===== config.mk =====
export PLATFORM = sky130hd
export DESIGN_NAME = iecb_ram
export DESIGN_NICKNAME = d
export VERILOG_FILES = /design/src/sv/assert_macros.svh /design/src/sv/iecb_ram.sv
export SDC_FILE = /design/constraint.sdc
export NUM_CORES = 1
export LEC_CHECK = 0
export BUFFER_PORTS_ARGS = -buffer_cell sky130_fd_sc_hd__clkbuf_2
export CAP_MARGIN = 10
export CORE_ASPECT_RATIO = 0.5
export CORE_MARGIN = 2
export CORE_UTILIZATION = 59
export DETAILED_ROUTE_END_ITERATION = 12
export PLACE_DENSITY = 0.81
export SLEW_MARGIN = 10
export SYNTH_ARGS = -nofsm -noshare
export SYNTH_HDL_FRONTEND = slang
export SYNTH_SLANG_ARGS = --single-unit

===== constraint.sdc =====
create_clock -name i_clk -period 3.45 [get_ports i_clk]
set_input_delay 0.345 -clock i_clk [delete_from_list [all_inputs] [get_ports i_clk]]
set_output_delay 0.345 -clock i_clk [all_outputs]
set_load 0.01 [all_outputs]

===== src/sv/assert_macros.svh =====
// assertion macros shared by the rtl files
// no dependencies; each macro expands to one labeled concurrent assertion
`ifndef ASSERT_MACROS_SVH
`define ASSERT_MACROS_SVH

// property holds in the same cycle as its trigger
`define ASSERT_SAME(lbl, clk, rst_n, trig, cond, msg) \
    lbl: assert property (@(posedge clk) disable iff (!rst_n) (trig) |-> (cond)) \
        else $error(msg);

// property holds in the cycle after its trigger
`define ASSERT_NEXT(lbl, clk, rst_n, trig, cond, msg) \
    lbl: assert property (@(posedge clk) disable iff (!rst_n) (trig) |=> (cond)) \
        else $error(msg);

`endif


===== src/sv/iecb_ram.sv =====
// simple dual-port ram: one write port, one registered read port
// no dependencies
module iecb_ram #(
    parameter int WIDTH = 8,
    parameter int DEPTH = 16
) (
    input  logic                     i_clk,
    input  logic                     i_we,
    input  logic [$clog2(DEPTH)-1:0] i_waddr,
    input  logic [WIDTH-1:0]         i_wdata,
    input  logic                     i_re,
    input  logic [$clog2(DEPTH)-1:0] i_raddr,
    output logic [WIDTH-1:0]         o_rdata
);

    logic [WIDTH-1:0] r_mem [DEPTH];
    logic [WIDTH-1:0] r_rdata;

    always_ff @(posedge i_clk) begin
        if (i_we) begin
            r_mem[i_waddr] <= i_wdata;
        end
    end

    // read data holds until the next read
    always_ff @(posedge i_clk) begin
        if (i_re) begin
            r_rdata <= r_mem[i_raddr];
        end
    end

    assign o_rdata = r_rdata;

endmodule


== Word-level counts from Yosys, hierarchy flattened ==
Memories as Yosys holds them, arrays and structs flattened. A register that Yosys moved wholly into a read port is not among the register bits.
Cells that the tools add are included.
Cells by class
  muxes and demuxes: 2
Operators with widths (count)
  $mux 1: 2
Storage, ports and cells
  register bits: 0
  memory bits (writable): 128
  input port bits: 19
  output and inout port bits: 8
  logic and storage cells: 3
  memories: 1
Memories
  r_mem: words 16, bits a word 8, rd ports 1, clocked after memory_dff 1, write ports 1, RTL line iecb_ram.sv:16  | logic [WIDTH-1:0] r_mem [DEPTH];

== Longest topological paths before layout ==
Gate-level depths: netlist of the first run.
  word-level depth: 2
  depth in mapped cells: 5
  gate-level depth less buffers: 3

== Least setup slack after synthesis of the first run ==
OpenSTA, ideal clock, no wires.
  path kind: input to register
  from: in i_waddr[2]
  to: mem r_mem[0][0] (enable)
  library setup time: 383 ps
  data arrival time: 1455 ps
  required time: 3067 ps
  setup slack: 1612 ps
  stages: 2
  path buffers: 0
  cells stage by stage: or3b_2 > nor3_1
RTL lines
  start: declaration: RTL line iecb_ram.sv:9  | input logic [$clog2(DEPTH)-1:0] i_waddr,
  end: declaration: RTL line iecb_ram.sv:16
No word-level cell before the write port.

==> key figures, run 1 <==
Global routing
  – Grt total ovfl: 0
  – Global-route wire length before repair: around 16000 um
  – Vias in the first global route: around 2600
  – Pin count of the biggest net entering global routing: 33
  – GRT Util Overall: roughly 24%
  – Antenna violations before repair: 1

Finish
  – Final core area utilization: 69.7%
  – Share of cells above drive strength 1: 27.2%
  – Filler cells: 483
  – Diodes inserted: 0
  – Fin cells: 400
  – Fin area: 6030 um2
  – Area delta synth->final: 15.4%
  – Final nets: roughly 290

Routing
  – Antenna-violating nets left: 0
  – DR WL/cell: between 20 and 30 um
  – DRC errors left: 0
  – Detailed Route Iter0 Violations: 300
  – Routed Wire Length: about 10000 um
  – Vias per cell: 6.30
  – Routed vias: roughly 2500
  – Drt first pass iters: 5

Yosys
  – Largest family of logic cells by synthesized area: multiplexers
  – Synth cell types: 18
  – Synth Warn #: 0
  – Number of synthesized flops with an enable pin: 136
  – Asr flop ratio synth: 0%
  – Post-synthesis sequential area ratio: 78.1%
  – Top cells by count, synth: edfxtp_1 (136), mux4_2 (18), a22oi_1 (16), mux4_1 (14), nor2_1 (13)
  – Top cells by area, synth: edfxtp_1 (78%), mux4_2 (7.8%), mux4_1 (7.0%)
  – Area leader, netlist: edfxtp_1
  – Post-Synth XOR/XNOR Area: 0%
  – Post-Syn Area: about 5200 um2
  – Post-Syn Area per Cell: 22.8 um2
  – Syn_nets: ~250
  – Cells after Synth: 229
  – Adder-Cell Fraction of Synth Area: 0%
  – Post-synth top area share: 78.1%
  – Predominant post-synthesis flop cell: edfxtp_1
  – Count leader, synth: edfxtp_1
  – #FFs+latches synth: 136
  – Post-synthesis mux area share: approximately 15%
  – Compound-gate portion of the synthesized area: 2.30%
  – Post-synthesis simple-gate area fraction: about 3.1%

Setup path
  – Setup CP Type: in2reg
  – Arr. time, crit path: 2.26 ns
  – Crit-path slowest cell: clkbuf_2
  – Crit Path Max Fanout: 25
  – Worst path max stage delay: between 0.6 and 0.7 ns
  – Worst path cell trace: clkbuf_2 -> buf_4 -> mux4_2 -> a22oi_1 -> nand2_1
  – WP data required: 3.60 ns
  – Crit end category: flip-flop
  – Startpoint Class: input pin
  – Delay-heaviest family, CP: buffers and inverters
  – CP Buf/Inv Count: 2

Status
  – Status: finished, final reports clean

Timing
  – Final Critical Period: 2.11 ns
  – Worst setup slack after layout: between 1 and 1.5 ns
  – F_max: approximately 0.47 GHz
  – Fin Setup TNS: 0 ns
  – Period utilization: 61.3%
  – Setup violators final: 0
  – Post-Route Skew: around 0.0043 ns
  – Hold Fails Final Rpt: 0
  – Max-slew headroom: between 30 and 40%
  – Final count of pins violating max slew: 0
  – Worst-Margin Slew: a little over 0.9 ns
  – RSZ-0062 raised after global routing: false

CTS
  – Number of CTS-inserted buffers: 17
  – CTS clock-pin slew for the worst setup and hold paths: ~0.060 ns
  – # clock sinks: 136
  – Cts hold-fix bufs: 0
  – CTS H-tree lvls: 4
  – Root Buffer: clkbuf_16
  – Max Buffers Root-to-Sink: 2
  – TritonCTS clock tree: done
  – Setup bufs post-CTS: 0
  – PostCTS Resize Cnt: 0
  – Worst-Skew Late Latency: 0.41 ns

Power
  – Maximum vdd drop: around 0.36 mV
  – Pwr/cell area: about 630 nW/um2
  – Leak: 2.03 nW

Floorplan
  – Cell Rows: 24
  – Die Width: between 100 and 150 um
  – Core area: 8650 um2
  – Starting density of the core: roughly 60%
  – Die ar.: roughly 9700 um2
  – IO Count: 27
  – Die extent in y: roughly 71 um

Hold path
  – Min-delay worst type: in2reg

Flow run
  – Total of max-cap violations: 0

Place
  – Placer Congestion: roughly 0.80
  – Post-Place Worst Slack: around 0.94 ns
  – PortBufs: 26
  – Placed Area: approximately 5500 um2
  – Cell count after placement: approximately 370
  – Detailed Place HPWL: about 6300 um
## per-layer routing
layer	global-route usage (%)	wire length, um
met1	35.4	4080
met2	35.3	5020
met3	8.53	1300
met4	8.36	51
met5	0	8
## path summary, 6_finish.rpt
| check | startpoint | end | slack [ns] | depth (start not counted) |
|---|---|---|---|---|
| max | i_raddr[0] | o_rdata[2] | 1.34 | 5 |
| min | i_wdata[0] | r_mem[3][0] | 0.35 | 1 |
| max reg2reg | r_mem[9][2] | o_rdata[2] | 1.84 | 3 |
| min reg2reg | r_mem[14][4] | o_rdata[4] | 0.76 | 3 |
## cells in the final DEF (no fill, tap or decap)
cell type  instances
and2b_1            1
nand3b_1           2
nand2_1            9
buf_4              6
edfxtp_1         136
clkbuf_1           2
clkbuf_2          26
clkinv_2           6
bufinv_16          3
clkbuf_16         17
or3b_2             1
nor2b_1            1
nand2b_1           2
mux4_1            14
and2_1             1
a22oi_1           16
nor2_1            13
nor3_1             4
nand3_1            1
clkinv_1           4
mux4_2            18
## report_power, final
| part | internal [mW] | leakage [nW] | switching [mW] |
|---|---|---|---|
| Sequential | 1.86 | 1.24 | 0.0128 |
| Combinational | 0.0664 | 0.509 | 0.101 |
| Clock | 1.12 | 0.284 | 0.624 |
## sequential cells by signal, summed over array words and instances, names as in the netlist
| register | flops |
|---|---|
| o_rdata | 8 |
| r_mem | 128 |
## cell type report
cell class              count  area [um2]  area share, %
clock buffers              19         433           7.18
repair buffers             32         175           2.90
multi-input cells          83        1060           17.5
flip-flops and latches    136        4080           67.7
well taps                 117         146           2.43
clock inverters            13         135           2.24
## logic make-up (layout without fill, tap and decap cells)
group           after synthesis  in the layout
flops                       136            136
simple gates                 35             35
mux                          32             32
compound gates               16             16
buf+inv                      10             64
## through the flow
stage | power [mW] | hold WS (ns)
after floorplan | 2.00 | 0.444
after global placement | 2.06 | 0.726
after detailed placement | 2.07 | 0.738
after CTS | 3.80 | 0.343
after global routing | 3.88 | 0.377
final | 3.78 | 0.351
(Power assumes the default switching activity.)
==> run 2: changes to the inputs <==
Clock period 3.45 ns to 2.15 ns, I/O delays scaled along.
==> run 2 against run 1 <==
Sequential share of layout area decreased by 1.1 points. Count of clock-buffer cells in the layout unchanged. Setup slack got worse by 0.84 ns. Non-clock buffer count increased by 13. Critical path depth unchanged. Sequential cell count unchanged. Critical path type unchanged. Largest cell class unchanged. Highest routed layer is now met4.
==> key figures, run 2 (synthesized netlist as in run 1, its figures left out) <==
CTS
  – Root Buffer: clkbuf_16
  – Cts hold-fix bufs: 0 (unchanged)
  – # clock sinks: 136 (unchanged)
  – Setup bufs post-CTS: 0 (unchanged)
  – Max Buffers Root-to-Sink: 2 (unchanged)
  – Number of CTS-inserted buffers: 17 (unchanged)
  – TritonCTS clock tree: done
  – CTS clock-pin slew for the worst setup and hold paths: 0.06 ns (about the same)
  – Worst-Skew Late Latency: 0.41 ns (about the same)
  – PostCTS Resize Cnt: 0 (unchanged)
  – CTS H-tree lvls: 4 (unchanged)

Floorplan
  – Cell Rows: 24 (unchanged)
  – IO Count: 27 (unchanged)
  – Die ar.: 9670 um2 (unchanged)
  – Core area: 8650 um2 (unchanged)
  – Starting density of the core: 60.4% (unchanged)
  – Die Width: 137 um (unchanged)
  – Die extent in y: 70.6 um (unchanged)

Setup path
  – Critical R2R Capture: o_rdata[4]
  – Crit end category: flip-flop
  – Startpoint Class: input pin
  – Crit Path Max Fanout: 26 (+4.0%)
  – Reg-to-reg slack, setup: 0.54 ns (-1.30 ns)
  – Setup CP Type: in2reg
  – RR Startpoint: r_mem[1][4]
  – WP data required: 2.30 ns (-1.30 ns)
  – R2r worst-path depth: 3 (unchanged)
  – Arr. time, crit path: 1.80 ns (-0.46 ns)

Finish
  – Largest register FFs: 128 (unchanged)
  – Share of cells above drive strength 1: 29.4% (+2.2 points)
  – Area delta synth->final: 17.3%
  – Largest Register: r_mem
  – Final nets: 302 (+4.5%)
  – Most common cell after layout, fill and taps aside: edfxtp_1
  – Most frequent cells in the layout: edfxtp_1 (136), clkbuf_2 (26), mux4_2 (18)
  – Diodes inserted: 0 (unchanged)

Timing
  – Max-slew headroom: 56.8% (+18 points)
  – Worst setup slack after layout: 0.498 ns (-0.838 ns)
  – Period utilization: between 70% and 80%
  – Fin Setup TNS: 0 ns (unchanged)
  – Hold Fails Final Rpt: 0 (unchanged)
  – Final count of pins violating max slew: 0 (unchanged)
  – F_max: about 0.61 GHz
  – Post-Route Skew: 0.00848 ns (+0.00421 ns)
  – Setup violators final: 0 (unchanged)
  – RSZ-0062 raised after global routing: false
  – Final Critical Period: around 1.7 ns
  – Worst-Margin Slew: 0.646 ns (-0.263 ns)

Routing
  – DRC errors left: 0 (unchanged)
  – Antenna-violating nets left: 0 (unchanged)
  – Drt first pass iters: 5 (unchanged)
  – Detailed Route Iter0 Violations: 323 (+7.7%)
  – Vias per cell: 6.36 (+0.97%)
  – Routed Wire Length: 10500 um (+0.54%)
  – DR WL/cell: 25.5 um (-2.6%)
  – Routed vias: 2625 (+4.2%)

Place
  – PortBufs: 26 (unchanged)
  – Placer Congestion: 0.774 (-3.3%)
  – Detailed Place HPWL: 6220 um (-0.89%)
  – Post-Place Worst Slack: 0.124 ns (-0.812 ns)

Status
  – Status: finished, final reports clean

Global routing
  – GRT Util Overall: 24.5% (+0.14 points)
  – Grt total ovfl: 0 (unchanged)
  – Pin count of the biggest net entering global routing: 27 (-18%)
  – Global-route wire length before repair: 16200 um (+2.6%)
  – Antenna violations before repair: 0 (-1)
  – Vias in the first global route: 2649 (+3.4%)

Power
  – Pwr/cell area: 972 nW/um2 (+55%)
  – Leak: 2.08 nW (+2.7%)
  – Maximum vdd drop: 0.593 mV (+66%)

Flow run
  – Total of max-cap violations: 0 (unchanged)

Hold path
  – Min-delay worst type: in2reg
  – Hold path depth: 1 (unchanged)
  – Hold EP: o_rdata[4]
  – Min-delay src: i_re
run 2: how the worst max path moves through the flow:
stage	from	to	slack (ns)	depth (start not counted)
2_1_floorplan	i_waddr[2]	r_mem[0][0]	0.44	2
3_3_place_gp	i_raddr[0]	o_rdata[0]	0.18	5
3_5_place_dp	i_raddr[0]	o_rdata[0]	0.12	5
4_1_cts	i_raddr[0]	o_rdata[0]	0.52	5
5_1_grt	i_raddr[0]	o_rdata[2]	0.44	5
6_report	i_raddr[0]	o_rdata[0]	0.50	5
run 2: per-stage QoR:
stage               power [mW]  hold slack (ns)  utilization, %  instances  cell area [um2]
global placement          3.32            0.613            64.6        381             5590
CTS                       5.99            0.187            70.9        413             6130
detailed placement        3.34            0.619            64.6        381             5590
finish                    5.96            0.196            70.9        413             6130
global route              6.13            0.210            70.9        413             6130
floorplan                 3.21            0.314               -        229             5230
run 2: critical path, cell delays in order:
cell      delay [ns]
clkbuf_2        0.25
buf_12          0.27
mux4_1          0.58
a22oi_1         0.36
nand2_1         0.12
run 2: cell type report:
type                    count  area, um2
flip-flops and latches    136       4080
repair buffers             45        298
well taps                 117        146
clock buffers              19        433
fillers                   473       2520
multi-input cells          83       1060
clock inverters            13        111
run 2: routing by layer:
layer | track usage (%) | wire [um]
met1 | 34.9 | 4380
met2 | 37.1 | 4980
met3 | 7.67 | 999
met4 | 8.02 | 160
met5 | 0 | 0
run 2: power breakdown:
part / total (mW) / internal, mW / switching, mW
combinational: 0.283 / 0.116 / 0.167
clock: 2.67 / 1.67 / 0.999
sequential: 3.01 / 2.99 / 0.0170
